===== config.mk =====
export PLATFORM = sky130hd
export DESIGN_NAME = wifi_frame_eapol_ssid_classifier_unit
export DESIGN_NICKNAME = d
export VERILOG_FILES = /design/src/rtl/core/wfec_pkg.sv /design/src/rtl/core/wfec_front.sv /design/src/rtl/core/wfec_fifo.sv /design/src/rtl/core/wfec_back.sv /design/src/rtl/core/wifi_frame_eapol_ssid_classifier_unit.sv
export SDC_FILE = /design/constraint.sdc
export NUM_CORES = 1
export LEC_CHECK = 0
export BUFFER_PORTS_ARGS = -buffer_cell sky130_fd_sc_hd__buf_2
export CELL_PAD_IN_SITES_DETAIL_PLACEMENT = 0
export CELL_PAD_IN_SITES_GLOBAL_PLACEMENT = 1
export CORE_MARGIN = 5
export CORE_UTILIZATION = 49
export DETAILED_ROUTE_END_ITERATION = 12
export PLACE_DENSITY = 0.84
export SYNTH_ARGS = -nofsm -noshare
export SYNTH_HDL_FRONTEND = slang
export SYNTH_SLANG_ARGS = --single-unit

===== constraint.sdc =====
create_clock -name aclk -period 5.8 [get_ports aclk]
set_input_delay 1.16 -clock aclk [delete_from_list [all_inputs] [get_ports aclk]]
set_output_delay 1.16 -clock aclk [all_outputs]
set_load 0.005 [all_outputs]

===== src/rtl/core/wfec_pkg.sv =====
// Shared types, constants and helpers for the 802.11 frame classifier.
package wfec_pkg;

    localparam int MAX_FRAME_LEN = 4095;
    localparam int POS_W         = 12;
    // Element walk pointer can run past the frame: index + 1 + 255.
    localparam int WALK_W        = 13;

    localparam logic [POS_W-1:0]  SNAP_PLAIN_LO   = 12'd24;
    localparam logic [POS_W-1:0]  SNAP_PLAIN_HI   = 12'd31;
    localparam logic [POS_W-1:0]  SNAP_SHIFT_LO   = 12'd26;
    localparam logic [POS_W-1:0]  SNAP_SHIFT_HI   = 12'd33;
    localparam logic [POS_W-1:0]  KEY_VER_POS     = 12'd32;
    localparam logic [POS_W-1:0]  KEY_INFO_HI_POS = 12'd34;
    localparam logic [POS_W-1:0]  KEY_INFO_LO_POS = 12'd35;
    localparam logic [POS_W-1:0]  HIDDEN_POS0     = 12'd24;
    localparam logic [POS_W-1:0]  HIDDEN_POS1     = 12'd25;
    localparam logic [WALK_W-1:0] IE_START_POS    = 13'd24;
    localparam logic [POS_W-1:0]  EAPOL_MIN_LEN   = 12'(24 + 8 + 4);
    localparam logic [WALK_W-1:0] SSID_TAIL       = 13'd5;

    localparam logic [7:0] FC_BEACON      = 8'h80;
    localparam logic [3:0] FC_QOS_LOW     = 4'h8;
    localparam logic [7:0] KEY_DESC_RSN   = 8'h02;
    localparam logic [7:0] IE_ID_SSID     = 8'h00;
    localparam logic [7:0] SSID_MAX_LEN   = 8'd32;

    localparam logic [2:0] MSG_NONE = 3'd0;
    localparam logic [2:0] MSG_1    = 3'd1;
    localparam logic [2:0] MSG_2    = 3'd2;
    localparam logic [2:0] MSG_3    = 3'd3;
    localparam logic [2:0] MSG_4    = 3'd4;

    localparam int FIFO_DEPTH = 4;
    localparam int FIFO_PTR_W = $clog2(FIFO_DEPTH);
    localparam int FIFO_CNT_W = $clog2(FIFO_DEPTH + 1);

    localparam int M_TDATA_W = 112;

    // Per-frame summary handed from the parser to the result stage.
    typedef struct packed {
        logic [7:0]       first_byte;
        logic [POS_W-1:0] byte_cnt;
        logic             snap_plain;
        logic             snap_shifted;
        logic             key_ver_ok;
        logic             key_bit7;
        logic             key_bit8;
        logic             ssid_seen;
        logic [POS_W-1:0] ssid_start;
        logic [7:0]       ssid_size_raw;
        logic [1:0]       hidden_zero;
    } summary_t;

    typedef struct packed {
        logic full;
        logic empty;
    } fifo_status_t;

    // Result word, last field in the low bits.
    typedef struct packed {
        logic [4:0]       pad;
        logic [31:0]      eapol_count;
        logic [31:0]      frame_count;
        logic [POS_W-1:0] byte_total;
        logic             ssid_blank;
        logic [5:0]       ssid_size;
        logic [POS_W-1:0] ssid_offset;
        logic             ssid_found;
        logic [2:0]       handshake_msg;
        logic             eapol_flag;
        logic             beacon_flag;
        logic [3:0]       frame_subtype;
        logic [1:0]       frame_type;
    } result_t;

    // LLC/SNAP header for EAPOL: AA AA 03 00 00 00 88 8E
    function automatic logic [7:0] snap_byte(input logic [2:0] i);
        logic [7:0] v;
        case (i)
            3'd0:    v = 8'hAA;
            3'd1:    v = 8'hAA;
            3'd2:    v = 8'h03;
            3'd6:    v = 8'h88;
            3'd7:    v = 8'h8E;
            default: v = 8'h00;
        endcase
        return v;
    endfunction

endpackage


===== src/rtl/core/wfec_front.sv =====
// Byte parser: tracks header matches and the IE walk, emits one summary per frame.
module wfec_front (
    input  logic                      aclk,
    input  logic                      aresetn,
    input  logic                      s_tvalid,
    output logic                      s_tready,
    input  logic [7:0]                s_tdata,   // [7:0] data_byte
    input  logic                      s_tlast,
    input  wfec_pkg::fifo_status_t    fifo_status,
    output logic                      push,
    output wfec_pkg::summary_t        summary
);

    logic [wfec_pkg::POS_W-1:0]  pos_reg, pos_next;
    logic [7:0]                  first_reg, first_next;
    logic                        plain_reg, plain_next;
    logic                        shifted_reg, shifted_next;
    logic                        kver_reg, kver_next;
    logic                        kbit7_reg, kbit7_next;
    logic                        kbit8_reg, kbit8_next;
    logic [wfec_pkg::WALK_W-1:0] ie_pos_reg, ie_pos_next;
    logic                        ie_ssid_reg, ie_ssid_next;
    logic [wfec_pkg::POS_W-1:0]  sstart_reg, sstart_next;
    logic [7:0]                  slen_reg, slen_next;
    logic                        seen_reg, seen_next;
    logic [1:0]                  hid_reg, hid_next;

    logic                        accept;
    logic                        take;
    logic [wfec_pkg::WALK_W-1:0] idx_w;
    logic [wfec_pkg::POS_W-1:0]  shift_ofs;

    assign s_tready = !fifo_status.full;
    assign accept   = s_tvalid && s_tready;
    assign push     = accept && s_tlast;
    assign take     = pos_reg < wfec_pkg::POS_W'(wfec_pkg::MAX_FRAME_LEN);
    assign idx_w    = {1'b0, pos_reg};
    assign shift_ofs = pos_reg - wfec_pkg::SNAP_SHIFT_LO;

    always_comb begin
        pos_next     = pos_reg;
        first_next   = first_reg;
        plain_next   = plain_reg;
        shifted_next = shifted_reg;
        kver_next    = kver_reg;
        kbit7_next   = kbit7_reg;
        kbit8_next   = kbit8_reg;
        ie_pos_next  = ie_pos_reg;
        ie_ssid_next = ie_ssid_reg;
        sstart_next  = sstart_reg;
        slen_next    = slen_reg;
        seen_next    = seen_reg;
        hid_next     = hid_reg;
        if (accept && take) begin
            pos_next = pos_reg + 1'b1;
            if (pos_reg == '0) begin
                first_next = s_tdata;
            end
            // pos in 24..31: low three bits are the header index
            if (pos_reg >= wfec_pkg::SNAP_PLAIN_LO && pos_reg <= wfec_pkg::SNAP_PLAIN_HI
                && s_tdata != wfec_pkg::snap_byte(pos_reg[2:0])) begin
                plain_next = 1'b0;
            end
            if (pos_reg >= wfec_pkg::SNAP_SHIFT_LO && pos_reg <= wfec_pkg::SNAP_SHIFT_HI
                && s_tdata != wfec_pkg::snap_byte(shift_ofs[2:0])) begin
                shifted_next = 1'b0;
            end
            if (pos_reg == wfec_pkg::KEY_VER_POS) begin
                kver_next = (s_tdata == wfec_pkg::KEY_DESC_RSN);
            end
            if (pos_reg == wfec_pkg::KEY_INFO_HI_POS) begin
                kbit8_next = s_tdata[0];
            end
            if (pos_reg == wfec_pkg::KEY_INFO_LO_POS) begin
                kbit7_next = s_tdata[7];
            end
            if (pos_reg == wfec_pkg::HIDDEN_POS0 && s_tdata == 8'h00) begin
                hid_next[0] = 1'b1;
            end
            if (pos_reg == wfec_pkg::HIDDEN_POS1 && s_tdata == 8'h00) begin
                hid_next[1] = 1'b1;
            end
            if (!seen_reg) begin
                if (idx_w == ie_pos_reg) begin
                    ie_ssid_next = (s_tdata == wfec_pkg::IE_ID_SSID);
                end else if (idx_w == ie_pos_reg + 1'b1) begin
                    if (ie_ssid_reg) begin
                        seen_next   = 1'b1;
                        sstart_next = pos_reg + 1'b1;
                        slen_next   = s_tdata;
                    end else begin
                        ie_pos_next = idx_w + 1'b1 + {5'b0, s_tdata};
                    end
                end
            end
        end
    end

    always_comb begin
        summary.first_byte    = first_next;
        summary.byte_cnt      = pos_next;
        summary.snap_plain    = plain_next;
        summary.snap_shifted  = shifted_next;
        summary.key_ver_ok    = kver_next;
        summary.key_bit7      = kbit7_next;
        summary.key_bit8      = kbit8_next;
        summary.ssid_seen     = seen_next;
        summary.ssid_start    = sstart_next;
        summary.ssid_size_raw = slen_next;
        summary.hidden_zero   = hid_next;
    end

    always_ff @(posedge aclk) begin
        if (!aresetn || push) begin
            pos_reg     <= '0;
            first_reg   <= '0;
            plain_reg   <= 1'b1;
            shifted_reg <= 1'b1;
            kver_reg    <= 1'b0;
            kbit7_reg   <= 1'b0;
            kbit8_reg   <= 1'b0;
            ie_pos_reg  <= wfec_pkg::IE_START_POS;
            ie_ssid_reg <= 1'b0;
            sstart_reg  <= '0;
            slen_reg    <= '0;
            seen_reg    <= 1'b0;
            hid_reg     <= '0;
        end else begin
            pos_reg     <= pos_next;
            first_reg   <= first_next;
            plain_reg   <= plain_next;
            shifted_reg <= shifted_next;
            kver_reg    <= kver_next;
            kbit7_reg   <= kbit7_next;
            kbit8_reg   <= kbit8_next;
            ie_pos_reg  <= ie_pos_next;
            ie_ssid_reg <= ie_ssid_next;
            sstart_reg  <= sstart_next;
            slen_reg    <= slen_next;
            seen_reg    <= seen_next;
            hid_reg     <= hid_next;
        end
    end

endmodule


===== src/rtl/core/wfec_fifo.sv =====
// Short summary queue between the parser and the result stage.
module wfec_fifo (
    input  logic                   aclk,
    input  logic                   aresetn,
    input  logic                   push,
    input  wfec_pkg::summary_t     push_data,
    input  logic                   pop,
    output wfec_pkg::summary_t     head,
    output wfec_pkg::fifo_status_t status
);

    wfec_pkg::summary_t             mem_reg [wfec_pkg::FIFO_DEPTH];
    logic [wfec_pkg::FIFO_PTR_W-1:0] wr_ptr_reg, wr_ptr_next;
    logic [wfec_pkg::FIFO_PTR_W-1:0] rd_ptr_reg, rd_ptr_next;
    logic [wfec_pkg::FIFO_CNT_W-1:0] count_reg, count_next;

    assign status.full  = (count_reg == wfec_pkg::FIFO_CNT_W'(wfec_pkg::FIFO_DEPTH));
    assign status.empty = (count_reg == '0);
    assign head         = mem_reg[rd_ptr_reg];

    always_comb begin
        wr_ptr_next = push ? wr_ptr_reg + 1'b1 : wr_ptr_reg;
        rd_ptr_next = pop  ? rd_ptr_reg + 1'b1 : rd_ptr_reg;
        count_next  = count_reg;
        if (push && !pop) begin
            count_next = count_reg + 1'b1;
        end else if (pop && !push) begin
            count_next = count_reg - 1'b1;
        end
    end

    always_ff @(posedge aclk) begin
        if (!aresetn) begin
            wr_ptr_reg <= '0;
            rd_ptr_reg <= '0;
            count_reg  <= '0;
        end else begin
            wr_ptr_reg <= wr_ptr_next;
            rd_ptr_reg <= rd_ptr_next;
            count_reg  <= count_next;
        end
    end

    always_ff @(posedge aclk) begin
        if (push) begin
            mem_reg[wr_ptr_reg] <= push_data;
        end
    end

endmodule


===== src/rtl/core/wfec_back.sv =====
// Result stage: final classification, frame/EAPOL counters and output register.
module wfec_back (
    input  logic                                aclk,
    input  logic                                aresetn,
    input  wfec_pkg::summary_t                  head,
    input  wfec_pkg::fifo_status_t              fifo_status,
    output logic                                pop,
    output logic                                m_tvalid,
    input  logic                                m_tready,
    output logic [wfec_pkg::M_TDATA_W-1:0]      m_tdata
);

    logic                 valid_reg, valid_next;
    wfec_pkg::result_t    res_reg, res_next;
    logic [31:0]          fcnt_reg, fcnt_next;
    logic [31:0]          ecnt_reg, ecnt_next;

    logic                 beacon;
    logic                 eapol;
    logic                 found;
    logic [2:0]           msg;

    assign m_tvalid = valid_reg;
    assign m_tdata  = res_reg;
    assign pop      = !fifo_status.empty && (!valid_reg || m_tready);

    always_comb begin
        beacon = (head.first_byte == wfec_pkg::FC_BEACON);
        eapol  = (head.byte_cnt >= wfec_pkg::EAPOL_MIN_LEN)
                 && (head.snap_plain
                     || (head.snap_shifted && head.first_byte[3:0] == wfec_pkg::FC_QOS_LOW));
        msg = wfec_pkg::MSG_NONE;
        if (eapol && head.key_ver_ok) begin
            case ({head.key_bit7, head.key_bit8})
                2'b11:   msg = wfec_pkg::MSG_3;
                2'b10:   msg = wfec_pkg::MSG_1;
                2'b01:   msg = wfec_pkg::MSG_4;
                default: msg = wfec_pkg::MSG_2;
            endcase
        end
        found = beacon && head.ssid_seen
                && ({1'b0, head.ssid_start} + wfec_pkg::SSID_TAIL <= {1'b0, head.byte_cnt});

        fcnt_next = pop ? fcnt_reg + 32'd1 : fcnt_reg;
        ecnt_next = (pop && eapol) ? ecnt_reg + 32'd1 : ecnt_reg;

        res_next               = '0;
        res_next.frame_type    = head.first_byte[3:2];
        res_next.frame_subtype = head.first_byte[7:4];
        res_next.beacon_flag   = beacon;
        res_next.eapol_flag    = eapol;
        res_next.handshake_msg = msg;
        res_next.ssid_found    = found;
        if (found) begin
            res_next.ssid_offset = head.ssid_start;
            res_next.ssid_size   = (head.ssid_size_raw > wfec_pkg::SSID_MAX_LEN)
                                   ? wfec_pkg::SSID_MAX_LEN[5:0] : head.ssid_size_raw[5:0];
        end
        res_next.ssid_blank    = found && (head.hidden_zero == 2'b11);
        res_next.byte_total    = head.byte_cnt;
        res_next.frame_count   = fcnt_next;
        res_next.eapol_count   = ecnt_next;

        if (pop) begin
            valid_next = 1'b1;
        end else if (m_tready) begin
            valid_next = 1'b0;
        end else begin
            valid_next = valid_reg;
        end
    end

    always_ff @(posedge aclk) begin
        if (!aresetn) begin
            valid_reg <= 1'b0;
            fcnt_reg  <= '0;
            ecnt_reg  <= '0;
        end else begin
            valid_reg <= valid_next;
            fcnt_reg  <= fcnt_next;
            ecnt_reg  <= ecnt_next;
        end
    end

    always_ff @(posedge aclk) begin
        if (pop) begin
            res_reg <= res_next;
        end
    end

endmodule


===== src/rtl/core/wifi_frame_eapol_ssid_classifier_unit.sv =====
// Path to m_tvalid: last-byte transaction, queue write, then output register.
// Throughput: one byte per cycle while s_tready is high; one result per cycle for
// one-byte frames while m_tready is high. A stalled output holds off the input only
// once the output register and all four queue entries hold finished frames.
// Reset (aresetn low, synchronous) clears the parser, the queue, both counters and m_tvalid.
// Top level of the 802.11 frame classifier.
module wifi_frame_eapol_ssid_classifier_unit (
    input  logic                              aclk,
    input  logic                              aresetn,
    input  logic                              s_tvalid,
    output logic                              s_tready,
    input  logic [7:0]                        s_tdata,   // [7:0] data_byte
    input  logic                              s_tlast,   // last_byte
    output logic                              m_tvalid,
    input  logic                              m_tready,
    // [1:0] frame_type, [5:2] frame_subtype, [6] beacon_flag, [7] eapol_flag,
    // [10:8] handshake_msg, [11] ssid_found, [23:12] ssid_offset, [29:24] ssid_size,
    // [30] ssid_blank, [42:31] byte_total, [74:43] frame_count,
    // [106:75] eapol_count, [111:107] zero
    output logic [wfec_pkg::M_TDATA_W-1:0]    m_tdata
);

    logic                    push;
    logic                    pop;
    wfec_pkg::summary_t      summary;
    wfec_pkg::summary_t      head;
    wfec_pkg::fifo_status_t  fifo_status;

    wfec_front u_front (
        .aclk        (aclk),
        .aresetn     (aresetn),
        .s_tvalid    (s_tvalid),
        .s_tready    (s_tready),
        .s_tdata     (s_tdata),
        .s_tlast     (s_tlast),
        .fifo_status (fifo_status),
        .push        (push),
        .summary     (summary)
    );

    wfec_fifo u_fifo (
        .aclk      (aclk),
        .aresetn   (aresetn),
        .push      (push),
        .push_data (summary),
        .pop       (pop),
        .head      (head),
        .status    (fifo_status)
    );

    wfec_back u_back (
        .aclk        (aclk),
        .aresetn     (aresetn),
        .head        (head),
        .fifo_status (fifo_status),
        .pop         (pop),
        .m_tvalid    (m_tvalid),
        .m_tready    (m_tready),
        .m_tdata     (m_tdata)
    );

`ifndef SYNTHESIS
    // A queued summary is never lost: after a push the queue holds something.
    assert property (@(posedge aclk) disable iff (!aresetn)
        push |=> !fifo_status.empty)
        else $error("summary queue empty right after a push");

    // A handshake message number only comes with an EAPOL frame.
    assert property (@(posedge aclk) disable iff (!aresetn)
        (m_tvalid && m_tdata[10:8] != wfec_pkg::MSG_NONE) |-> m_tdata[7])
        else $error("handshake message without EAPOL");

    // SSID fields only for beacons, and hidden implies found.
    assert property (@(posedge aclk) disable iff (!aresetn)
        (m_tvalid && (m_tdata[11] || m_tdata[30])) |-> (m_tdata[6] && m_tdata[11]))
        else $error("SSID reported for a non-beacon frame");

    // Input is only held off when the queue is full.
    assert property (@(posedge aclk) disable iff (!aresetn)
        !s_tready |-> fifo_status.full)
        else $error("input stalled with room in the queue");
`endif

endmodule

==> results of run 1 <==
[Yosys cell counts, drive strengths merged (5+ instances only)]
master	n	area, um2
nor4	17	146.4
o21ai	22	113.9
dfxtp	136	2723
nor3	22	110.1
nand2	118	442.9
clkbuf	36	135.1
and3	28	175.2
o21a	5	37.54
and2	117	732.0
a211oi	6	45.04
xnor2	72	630.6
inv	42	157.7
nand2b	16	100.1
xor2	44	385.4
o2111ai	22	217.7
buf	34	210.2
o31ai	7	52.55
nor2	57	214.0
a21o	8	60.06
a21oi	14	70.07
nand4	19	118.9
nand3	29	145.1
a21boi	5	37.54
and4	8	70.07
o211ai	8	70.06
mux2i	47	470.5
mux4	42	945.9
ha	40	500.5
edfxtp	299	8979
or3	6	37.54
mux2	33	371.6
nor2b	8	50.05
nand3b	5	37.54
[worst max-delay path: stages, from the launching register on]
cell and delay, ns:
sky130_fd_sc_hd__dfxtp_4 0.70, sky130_fd_sc_hd__mux4_2 0.63, sky130_fd_sc_hd__ha_1 0.24, sky130_fd_sc_hd__or2_2 0.32
sky130_fd_sc_hd__nand4_1 0.19, sky130_fd_sc_hd__xnor2_1 0.15, sky130_fd_sc_hd__ha_1 0.27, sky130_fd_sc_hd__a21o_1 0.17
sky130_fd_sc_hd__a21o_1 0.18, sky130_fd_sc_hd__a221oi_1 0.24, sky130_fd_sc_hd__o21a_1 0.15, sky130_fd_sc_hd__o2111a_1 0.62
sky130_fd_sc_hd__and3_1 0.27
[layer usage]
metal  track usage, %  vias up  routed length (um)
li1                 -     5427                   -
met1            24.93     5581               17200
met2            29.94      267               18670
met3            4.452       51                2485
met4            4.249        0                 681
met5                0        -                   0
[area by class of cell]
class | count | area [um2]
fillers | 3120 | 16820
clock inverters | 29 | 364.1
clock buffers | 55 | 1216
diodes | 1 | 2.502
flip-flops and latches | 435 | 11710
inverters | 42 | 160.2
repair buffers | 138 | 733.2
multi-input cells | 871 | 6813
well taps | 518 | 648.1
[worst paths after layout]
check,from,cells past startpoint,slack [ns],to
min,u_front.sstart_reg[9],2,0.46,u_front.sstart_reg[9]
max reg2reg,register,12,1.54,u_back.m_tdata[25]
min reg2reg,u_front.sstart_reg[9],2,0.46,u_front.sstart_reg[9]
max,register,12,1.54,u_back.m_tdata[25]
[placed cells by master, fill, tap and decap left out, types with 12 or more instances in the layout]
| master | Yosys | final |
|---|---|---|
| sky130_fd_sc_hd__nor2_1 | 57 | 57 |
| sky130_fd_sc_hd__and2_1 | 116 | 111 |
| sky130_fd_sc_hd__a21oi_1 | 14 | 14 |
| sky130_fd_sc_hd__nand2b_1 | 16 | 16 |
| sky130_fd_sc_hd__o21ai_0 | 21 | 21 |
| sky130_fd_sc_hd__nand2_1 | 118 | 118 |
| sky130_fd_sc_hd__nand4_1 | 19 | 19 |
| sky130_fd_sc_hd__and3_1 | 28 | 28 |
| sky130_fd_sc_hd__buf_4 | 9 | 17 |
| sky130_fd_sc_hd__mux2i_1 | 47 | 47 |
| sky130_fd_sc_hd__xor2_1 | 44 | 44 |
| sky130_fd_sc_hd__o2111ai_1 | 18 | 17 |
| sky130_fd_sc_hd__buf_2 | 18 | 121 |
| sky130_fd_sc_hd__dfxtp_1 | 136 | 134 |
| sky130_fd_sc_hd__inv_1 | 42 | 41 |
| sky130_fd_sc_hd__xnor2_1 | 72 | 72 |
| sky130_fd_sc_hd__edfxtp_1 | 299 | 299 |
| sky130_fd_sc_hd__nor4_1 | 12 | 12 |
| sky130_fd_sc_hd__mux4_2 | 42 | 42 |
| sky130_fd_sc_hd__nor3_1 | 22 | 22 |
| sky130_fd_sc_hd__ha_1 | 40 | 40 |
| sky130_fd_sc_hd__clkbuf_16 | 0 | 47 |
| sky130_fd_sc_hd__nand3_1 | 29 | 29 |
| sky130_fd_sc_hd__mux2_2 | 26 | 26 |
[power groups by stage]
stage	Clock (uW)	Sequential [uW]	Combinational (uW)
6_report	3030	4150	1850
5_1_grt	3240	4200	2050
4_1_cts	3100	4160	1890
3_5_place_dp	0	4220	1880
3_3_place_gp	0	4210	1850
2_1_floorplan	0	4200	1160
[metrics by stage]
step / setup slack [ns] / cells
final: 1.540 / 2089
after global routing: 1.287 / 2088
after CTS: 1.490 / 2088
after detailed placement: 1.520 / 2004
after global placement: 1.553 / 2004
after floorplan: 0.6439 / 1418
[kinds of logic after synthesis]
| logic type | Yosys count |
|---|---|
| simple gates | 464 |
| flops | 435 |
| compound gates | 122 |
| mux | 122 |
| xor+xnor | 116 |
| buf+inv | 112 |
| fa+ha+maj | 42 |
| other cells | 1 |
==> results, run 1 <==
- The core region is around 38000 um2.
- The residual antenna-violating net count after detailed routing is 0.
- The top flip-flop cell by instance count after synthesis is sky130_fd_sc_hd__edfxtp_1.
- The register with the most flip-flops in the layout has 192 of them.
- The number of pins with negative max-slew slack in the final report was 0.
- The async set-or-reset flop fraction in the synthesized netlist is 0%.
- The final instance area is 21640 um2.
- The net count of the finished layout is 1588.
- The starting density of the core is about half.
- The number of hold buffers added after CTS is 0.
- The largest fanout on the critical path is 27.
- The clock period could shrink to 4.260 ns.
- The half-perimeter wire length of the detailed placement result is 26410 um.
- Global routing finished with a remaining overflow of 0.
- After synthesis, the largest family of logic cells by area is simple AND/OR/NAND/NOR gates.
- The transition time at the pin with the least slew margin is 1.081 ns.
- The number of design rule violations left after detail routing is 0.
- The leakage power of the design is approximately 0.0081 uW.
- The achievable frequency is 0.2347 GHz.
- The clock drives 435 sinks.
- Setup violations remaining at the end of the flow were counted as 0.
- The multiplexer share of the synthesized area is roughly a tenth.
- In the routed layout, each cell is associated on average with a via count of 5.422.
- The number of warnings reported in the yosys synthesis log is 0.
- The data arrival time of the critical path is between 4 and 5 ns.
- The cell at the root of the clock tree is sky130_fd_sc_hd__clkbuf_16.
- The share of the clock period used by the worst path after layout is about three quarters.
- The synthesized netlist devotes 4.961% of its cell area to compound gates.
- The parity-gate share of the synthesized area counting xor and xnor cells is 5.350%.
- The fraction of power spent switching nets is roughly 28%.
- The clock reaches the later pin of the worst-skew pair after 0.57 ns.
- Setup repair after global routing left no endpoint under its margin.
- The DRC violation total after the first TritonRoute iteration is between 700 and 800.
- The longest clock path from root to sink contains 3 buffers.
- The worst IR drop on VDD is between 0.2 and 0.3 mV.
- The global-route wire length before repair is just over 60000 um.
- Combinational cells account for 20.5% of the total power.
- The synthesized design contains roughly 300 enable-type register cells.
- The worst hold-check slack is between 0.4 and 0.5 ns.
- In this run the cell area measured after placement is around 20000 um2.
- In this run the count of I/O pins placed on the die edge is roughly 130.
- The critical path class is reg2reg.
- The relative slew slack is between 20% and 30%.
- The number of max-cap violations is 0.
- The internal power consumption is 6502 uW.
- The initial antenna violation count is 0.
- Data on the critical path is required at its endpoint by between 6 and 7 ns.
- The class of the tightest hold or removal check is reg2reg.
- The synthesized netlist cell count is 1414.
- The CTS tree is done.
- The total clock buffers created by CTS is 45.
- The post-route netlist has between 10% and 20% of its cells at a drive strength greater than 1.
- The initialized floorplan defines ~70 standard-cell rows.
- Clock skew on the completed layout was measured at approximately 0.014 ns.
- The via count of the first global-routing pass is 11110.
- The H-tree was split into 2 levels.
- The post-synthesis average cell area is around 13 um2.
- Routability-driven placement finished with a final weighted congestion of 0.8312.
- The sort of element at the start of the critical path is a register.
- The register bit count reported by yosys is ~440.
- The number of vias in the routed layout is about 11000.
- Global routing used between 10% and 20% of the available tracks across all layers.
- The share of total power dissipated in sequential elements is a little under half.
- STA classifies the critical path endpoint as a register.
- The count of buffers from port buffering is around 120.
- The power spent charging and discharging nets is approximately 2500 uW.
- The part of the power in the clock network is 33.5%.
- The first-pass iteration count of the detailed router is 5.
- The adder and majority cell fraction of the synthesized area is approximately 2.8%.
- The number of gates given a new drive strength after cts is 0.
- Total power for the finished layout comes to 9030 uW.
- From bottom edge to top edge, the die measures 206.9 um.
- The final setup TNS is 0 ns.
- Synthesis instantiated 69 different standard cells from the library.
- The areal power density over the cells is 417.2 nW/um2.
- Measured on the finished design, the core utilization comes to approximately 56%.
- The die covers 42790 um2.
- Of the total synthesized cell area, the portion taken by AND, OR, NAND and NOR gates is a little over an eighth.
- Entering global routing, the biggest net connects 86 pins.
- The number of setup buffers added after CTS is 0.
- After clock tree synthesis, the clock-pin slew on the worst setup and hold paths is 0.06 ns.
- The synthesized area is roughly 19000 um2.
- The number of hold violations in the final report was 0.
- After detailed routing, the average wire length per cell comes to about 19 um.
- The register area share after synthesis is 61.62%.
- The area growth from synthesis to layout is 13.98%.
- The final layout contains routed wiring with a total length of ~40000 um.
- The floorplan die width is 206.9 um.
- The flow ran to the end, and the final reports show no timing, DRC or antenna violations.
Power figures use the tool's default switching activity.
==> run 2, diff against run 1 <==
ABC_AREA = 1   (was not set)
CORE_UTILIZATION = 43   (was 49)
PLACE_DENSITY = 0.82   (was 0.84)
clock period = 3.87 ns   (was 5.8 ns; I/O delays follow)
==> run 2 against run 1 <==
Compared with the run above:
- sequential cell count stayed put
- final area is 5.4% higher
- sequential power is 53% higher
- critical path type unchanged
- critical endpoint is now u_back.m_tdata[12]
- highest routed layer unchanged
==> results, run 2 <==
- The analysis attributes to net switching a power of roughly 5300 uW.
- The first global-routing pass estimated ~78000 um of wire.
- The worst slack at placement is around 0.2 ns.
- The layout overhead on the synthesized area is 13.07%.
- For this design the top-level I/O count stands at around 130.
- The number of hold buffers added after CTS is 0.
- For the finished layout, the period the worst path requires is about 3.6 ns.
- The starting density of the core is between 40% and 50%.
- The class of the tightest hold or removal check is reg2reg.
- The synthesized netlist cell count is ~2200.
- The via count of the first global-routing pass is 14390.
- Summed over all layers, the routed wires come to between 40000 and 50000 um.
- For this run, design rule violations remaining after detail routing come to 0.
- At the end of routability-driven placement, the weighted congestion stood at approximately 0.89.
- The leakage power of the design is 0.009684 uW.
- Sorting the synthesized cells by how often they occur yields 560 x sky130_fd_sc_hd__nand2_1, 299 x sky130_fd_sc_hd__edfxtp_1, 248 x sky130_fd_sc_hd__inv_1.
- The area occupied by registers is approximately 12000 um2.
- The total die area is ~51000 um2.
- The half-perimeter wire length of the detailed placement result is 34750 um.
- The number of warnings reported in the yosys synthesis log is 0.
- Setup repair after global routing left no endpoint under its margin.
- The part of the power in the clock network is between 20 and 30%.
- Summing the sequential cell areas from Yosys gives 57.98% of the chip area.
- The most common cell in the synthesized netlist is sky130_fd_sc_hd__nand2_1.
- Along the worst path, the maximum fanout reaches 29.
- The library cells used most frequently in the layout, excluding fill and tap cells, are 560 x sky130_fd_sc_hd__nand2_1, 299 x sky130_fd_sc_hd__edfxtp_1, 247 x sky130_fd_sc_hd__inv_1, 201 x sky130_fd_sc_hd__nor2_1, 135 x sky130_fd_sc_hd__dfxtp_1.
- The highest routed metal layer is met4.
- The vertical die dimension is ~230 um.
- The number of enable-type register cells in the synthesized netlist is 299.
- The net count of the finished layout is ~2300.
- For this run, the top clock speed supported by timing is approximately 0.28 GHz.
- After layout, the worst path uses about 93% of the clock period.
- The combinational power share is 29.3%.
- TritonCTS built the clock tree.
- The final count of negative-setup-slack endpoints is 0.
- The first-pass iteration count of the detailed router is 6.
- The number of pins with negative max-slew slack in the final report was 0.
- The sort of element at the start of the critical path is a register.
- The met3 wire length is ~2600 um.
- The number of hold violations in the final report was 0.
- Buffers added to address setup during post-CTS repair amount to 0.
- The clock insertion delay at the later pin of the skew report is between 0.5 and 0.6 ns.
- The relative slew slack is 47.07%.
- Summing over every cut layer, the via total after detailed routing is approximately 15000.
- The diode insertion count for antenna repair is 0.
- The critical path class is reg2reg.
- In the final layout, the multi-input gates occupy ~7000 um2.
- A synthesized cell averages a little over 9 um2.
- The ratio of routed vias to standard cells is 5.112.
- The number of sinks driven by the clock tree is 435.
- The post-route worst setup slack is roughly 0.26 ns.
- The fraction of final layout cells sized beyond drive strength 1 is 11.57%.
- The largest net degree at the start of global routing is 72.
- The filler cells instantiated in the layout total 4346.
- The floorplan row count is roughly 80.
- The wire length per cell after detailed routing is ~17 um.
- The sequential share of power is 41.5%.
- The met2 layer wire length in the routed design is 22980 um.
- The initial antenna violation count is 0.
- Global routing finished with a remaining overflow of 0.
- Across every metal layer, demand over resource in global routing totals a little under a fifth.
- CTS built an H-tree with a depth of 2.
- In this run the tool buffered the top-level ports with around 120 buffer cells.
- The fraction of power spent switching nets is about 35%.
- The most common cell after layout, fill and taps aside is sky130_fd_sc_hd__nand2_1.
- The kind of end point of the critical path is a register.
- The maximum root-to-sink buffer count is 3.
- The clock skew is ~0.03 ns.
- At the pin with the least slew margin, the transition time is just under 0.8 ns.
- The synthesized area is around 20000 um2.
- The number of gates given a new drive strength after cts is 0.
- After synthesis, the cell types taking the most area are sky130_fd_sc_hd__edfxtp_1 44%, sky130_fd_sc_hd__dfxtp_1 13%, sky130_fd_sc_hd__nand2_1 10%.
- For the worst setup path, the data required time is ~4.2 ns.
- The placeable core area is about 46000 um2.
- Counting flops and latches in the post-synthesis netlist gives 435.
- The data arrival time of the critical path is roughly 4 ns.
- Adding up every negative setup slack in the final design gives 0 ns.
- The cell sitting at the root of the clock tree is a sky130_fd_sc_hd__clkbuf_16.
- VDD sags by at most 0.4494 mV.
- Summed over all instances, the cell type with the most area after synthesis is sky130_fd_sc_hd__edfxtp_1.
- Clock-pin slew was measured on the worst setup and hold paths at approximately 0.06 ns.
- The top flip-flop cell by instance count after synthesis is sky130_fd_sc_hd__edfxtp_1.
- Of all flip-flops after synthesis, the portion carrying an async set or reset was 0%.
- The flip-flop count of the largest register after layout is roughly 190.
- Power spread over the standard cell area amounts to between 600 and 700 nW/um2.
- The number of max-cap violations is 0.
- The top-area cell type share of the netlist area is between 40% and 50%.
- The detailed router put a total of around 23000 um of wire on met1.
- The floorplan die width is ~230 um.
- In this run the remaining antenna-violating nets after routing total 0.
- The DRC violation total after the first TritonRoute iteration is 1332.
- The run finished with clean final reports.
- Internal power comes to approximately 10000 uW.
- The total clock buffers created by CTS is 45.
- In this run, distinct cell masters in the synthesized netlist total 56.
run 2: cell count changes after synthesis, sizes merged, moves of 56 or more:
cell and delta:
nand2 +446, inv +214, nor2 +162, and2 -114, a21oi +108, nand3 +63
nand4 +56
run 2: path summary, 6_finish.rpt:
kind,cells after the start,end,slack (ns),startpoint
worst max-delay path,18,u_back.m_tdata[12],0.26,register
worst min-delay path,2,u_front.hid_reg[0],0.47,u_front.hid_reg[0]
worst max register to register,18,u_back.m_tdata[12],0.26,register
worst min register to register,2,u_front.hid_reg[0],0.47,u_front.hid_reg[0]
run 2: layer usage:
metal  GRT usage [%]  up-vias
met5               0        -
met4           5.181        0
met3           2.965       77
met2           31.03      383
met1           27.04     7028
li1                -     7414
run 2: cells by family (layout without fill, tap and decap cells):
family	count (synthesis)	in the layout	synth area share, %
buffers and inverters	340	486	7.341
adders and majority gates	42	42	2.678
AOI/OAI and AO/OA	239	239	6.808
DFF	435	435	57.98
other	1	5	0.01858
and+or+nand+nor	1019	1019	21.61
xor gates and xnor gates	82	82	3.559
run 2: cell type report:
class	count	area share, %
Clock inverter	21	1.003
Multi-Input combinational cell	1387	30.87
Clock buffer	63	5.768
Tap cell	607	3.328
Inverter	259	4.304
Sequential cell	435	51.30
Timing Repair Buffer	143	3.433
run 2: power groups by stage:
stage / registers [uW] / clock network (uW) / logic [uW]
global route: 6440 / 4750 / 5030
global placement: 6450 / 0 / 4440
detailed placement: 6480 / 0 / 4530
finish: 6370 / 4480 / 4490
floorplan: 6460 / 0 / 2870
CTS: 6390 / 4550 / 4560
run 2: critical path: stages, from the launching register on:
cell and delay, ns:
sky130_fd_sc_hd__dfxtp_4 0.43, sky130_fd_sc_hd__inv_6 0.20, sky130_fd_sc_hd__buf_4 0.35, sky130_fd_sc_hd__nand2_1 0.09, sky130_fd_sc_hd__nand3_1 0.12, sky130_fd_sc_hd__nand2_1 0.12, sky130_fd_sc_hd__a21oi_1 0.30, sky130_fd_sc_hd__nand2_1 0.19
sky130_fd_sc_hd__xor2_1 0.18, sky130_fd_sc_hd__ha_1 0.29, sky130_fd_sc_hd__nand2_1 0.08, sky130_fd_sc_hd__nor2_1 0.15, sky130_fd_sc_hd__o21ai_0 0.12, sky130_fd_sc_hd__o211ai_1 0.09, sky130_fd_sc_hd__nand2_1 0.07, sky130_fd_sc_hd__nand2_1 0.05
sky130_fd_sc_hd__nand2_1 0.17, sky130_fd_sc_hd__nand2_4 0.27, sky130_fd_sc_hd__nor2_1 0.07
run 2: through the flow:
stage                     total power (uW)  hold WS, ns  cells  instance area, um2  utilization, %
after floorplan                       9338       0.4141   2162               20200               -
after global placement               10900       0.4428   2831               21270           45.79
after detailed placement             11010       0.4502   2831               21270           45.79
after CTS                            15500       0.4640   2915               22820           49.11
after global routing                 16220       0.4915   2915               22820           49.12
final                                15340       0.4652   2915               22820           49.12
==> run 3, diff against run 2 <==
==> constraint.sdc (replaced) <==
create_clock -name aclk -period 3.87 [get_ports aclk]
set_input_delay 0.1935 -clock aclk [delete_from_list [all_inputs] [get_ports aclk]]
set_output_delay 0.1935 -clock aclk [all_outputs]
set_load 0.005 [all_outputs]
==> run 3 against run 2 <==
Compared with the run above:
- routed wire length shrank 0.87%
- clock-buffer cell count shrank 7
- critical path depth is the same
- sequential cell count is the same
- worst hold slack lost 0.43 ns
- fmax grew 5.0%
- non-clock buffer count grew 13
- critical endpoint is now u_back.m_tdata[23]
- utilization grew 0.26 points
- final area grew 0.53%
- total power grew 0.14%
- combinational power is essentially flat
- clock skew shrank 0.011 ns
==> results, run 3 (synthesized netlist as in run 2, its figures left out) <==
- The final net count is around 2300.
- The clock reaches the later pin of the worst-skew pair after around 0.57 ns.
- The first-pass iteration count of the detailed router is 5.
- The number of sinks driven by the clock tree is ~440.
- Leaving out fill and tap cells, the most frequent cells in the layout are 560 x sky130_fd_sc_hd__nand2_1, 299 x sky130_fd_sc_hd__edfxtp_1, 247 x sky130_fd_sc_hd__inv_1, 201 x sky130_fd_sc_hd__nor2_1, 135 x sky130_fd_sc_hd__dfxtp_1.
- Entering global routing, the biggest net connects roughly 110 pins.
- The half-perimeter wire length of the detailed placement result is between 30000 and 40000 um.
- Based on the critical path, the design can be clocked at up to about 0.29 GHz.
- The cell sitting at the root of the clock tree is a sky130_fd_sc_hd__clkbuf_16.
- The power spent charging and discharging nets is roughly 5200 uW.
- Registers take about 12000 um2.
- The largest fanout on the critical path is 22.
- The die covers 51360 um2.
- The number of hold violations in the final report was 0.
- In this run the static leakage power is 0.009729 uW.
- Once layout is done, the placed cells without fillers occupy ~23000 um2.
- STA classifies the critical path endpoint as a register.
- For this block, the initial DRC count from the detailed router was about 1100.
- The flip-flop count of the largest register after layout is about 190.
- After detailed routing, the total wire length is roughly 50000 um.
- The initial antenna violation count is 0.
- The data arrival time of the critical path is approximately 3.7 ns.
- The fraction of power spent switching nets is 34.07%.
- The final count of negative-setup-slack endpoints is 0.
- The transition time at the pin with the least slew margin is roughly 1.2 ns.
- The floorplan die width is around 230 um.
- The worst IR drop on VDD is between 0.6 and 0.7 mV.
- Combinational logic burns between 20% and 30% of the power.
- After global routing the overflow that remains totals 0.
- For the worst setup path, the data required time is approximately 4.2 ns.
- Power spread over the standard cell area amounts to roughly 670 nW/um2.
- The tool flagged a number of max-cap violations equal to 0.
- The fraction of final layout cells sized beyond drive strength 1 is between 10% and 20%.
- The starting density of the core is a little over two fifths.
- At the end of routability-driven placement, the weighted congestion stood at approximately 0.89.
- The worst pin sits at a relative slew slack of between 15 and 20%.
- The H-tree was split into 2 levels.
- The area growth from synthesis to layout is 13.66%.
- Internal power comes to about 10000 uW.
- The number of clock buffers added by TritonCTS is between 40 and 50.
- Across all layers, the routed design uses 14870 vias.
- The placeable core area is 46460 um2.
- The routed design could run at a clock period as short as ~3.4 ns.
- Cells fill about 49% of the core in the end.
- The sequential share of power is between 40% and 50%.
- During placement, the flow inserted port buffers numbering 121.
- The clock skew is about 0.019 ns.
- The share of the clock period used by the worst path after layout is about nine tenths.
- Summing all multi-input logic gate instances after layout gives approximately 7000 um2.
- The number of pins with negative max-slew slack in the final report is 0.
- In this run the remaining antenna-violating nets after routing total 0.
- Measured along the y axis, the die boundary spans between 200 and 250 um.
- The min-delay analysis places its worst path in the category in2reg.
- In the final routed layout, each cell accounts on average for around 17 um.
- The total routing usage reported by global routing is 18.79%.
- The global-route wire length before repair is ~77000 um.
- Leaving out fill and tap cells, the most frequent cell in the layout is sky130_fd_sc_hd__nand2_1.
- TritonCTS built the clock tree.
- The via count of the first global-routing pass is between 10000 and 15000.
- The final setup TNS is 0 ns.
- The ratio of routed vias to standard cells is approximately 5.
- The instance area after placement is 21290 um2.
- The run finished with clean final reports.
- The number of inserted filler cells in the final layout is 4277.
- For this run, design rule violations remaining after detail routing come to 0.
- The floorplan has about 80 rows.
- The share of total power dissipated in the clock network is roughly 29%.
- The clock transition at the registers of the reported paths is approximately 0.06 ns.
- Pin placement for this block handled between 100 and 150 I/O pins.
- The worst setup path is launched from a register.
- The maximum root-to-sink buffer count is 3.
- The critical path class is reg2reg.
- After clock tree synthesis, the setup repair step added 0 buffers.
- Setup repair after global routing left no endpoint under its margin.
- 0 antenna diodes ended up in the layout.
==> run 3: through the flow <==
| step | cells | setup slack (ns) | power [uW] | hold WS [ns] |
|---|---|---|---|---|
| floorplan | 2162 | 0.5189 | 9338 | 0.3600 |
| global placement | 2834 | 0.3578 | 10880 | 0.4457 |
| detailed placement | 2834 | 0.2954 | 10980 | 0.4523 |
| CTS | 2922 | 0.2847 | 15520 | 0.01439 |
| global route | 2922 | 0.07228 | 16230 | 0.03328 |
| finish | 2922 | 0.4300 | 15360 | 0.03509 |
==> run 3: power by group through the flow <==
stage | registers (uW) | logic, uW | clock network (uW)
after detailed placement | 6470 | 4510 | 0
after floorplan | 6460 | 2870 | 0
after global routing | 6450 | 4990 | 4790
final | 6370 | 4490 | 4510
after CTS | 6380 | 4540 | 4600
after global placement | 6450 | 4430 | 0
==> run 3: worst max-delay path: stages, from the launching register on <==
cell and delay, ns:
sky130_fd_sc_hd__dfxtp_4 0.49, sky130_fd_sc_hd__buf_4 0.28, sky130_fd_sc_hd__nor2_1 0.07, sky130_fd_sc_hd__o22a_1 0.25, sky130_fd_sc_hd__o21ai_1 0.16, sky130_fd_sc_hd__nand3_1 0.18
sky130_fd_sc_hd__nor3_1 0.22, sky130_fd_sc_hd__xor2_1 0.17, sky130_fd_sc_hd__inv_1 0.06, sky130_fd_sc_hd__ha_1 0.26, sky130_fd_sc_hd__nand2_1 0.05, sky130_fd_sc_hd__nor2_1 0.13
sky130_fd_sc_hd__o21ai_0 0.11, sky130_fd_sc_hd__o211ai_1 0.09, sky130_fd_sc_hd__nand2_1 0.07, sky130_fd_sc_hd__nand2_1 0.06, sky130_fd_sc_hd__nand2_1 0.17, sky130_fd_sc_hd__nand2_4 0.27
sky130_fd_sc_hd__nor2_1 0.07
==> run 3: timing repair <==
item / in CTS / in global routing
hold endpoints to repair: 9 / 0
hold buffers: 10 / 0
endpoints found under the setup margin: 0 / 3
gates resized for setup: 0 / 1
==> run 3: path summary, 6_finish.rpt <==
kind	start	endpoint	slack (ns)	depth (start not counted)
max reg2reg	register	u_back.m_tdata[23]	0.43	18
min	aresetn	u_fifo.wr_ptr_reg[1]	0.04	3
min reg2reg	u_front.hid_reg[0]	u_front.hid_reg[0]	0.47	2
max	register	u_back.m_tdata[23]	0.43	18
==> run 3: layout make-up <==
class                      count  area share [%]
multi-input combinational   1387           30.70
timing repair buffer         156           3.949
sequential                   435           51.03
inverter                     259           4.282
clock inverter                22           1.325
tap                          607           3.311
clock buffer                  56           5.400
==> run 3: routing by layer <==
| metal | vias to the layer above | global-route usage (%) | wire length (um) |
|---|---|---|---|
| li1 | 7427 | - | - |
| met1 | 6963 | 26.66 | 22340 |
| met2 | 398 | 29.94 | 22390 |
| met3 | 85 | 2.965 | 2789 |
| met4 | 0 | 5.764 | 1542 |
| met5 | - | 0 | 0 |
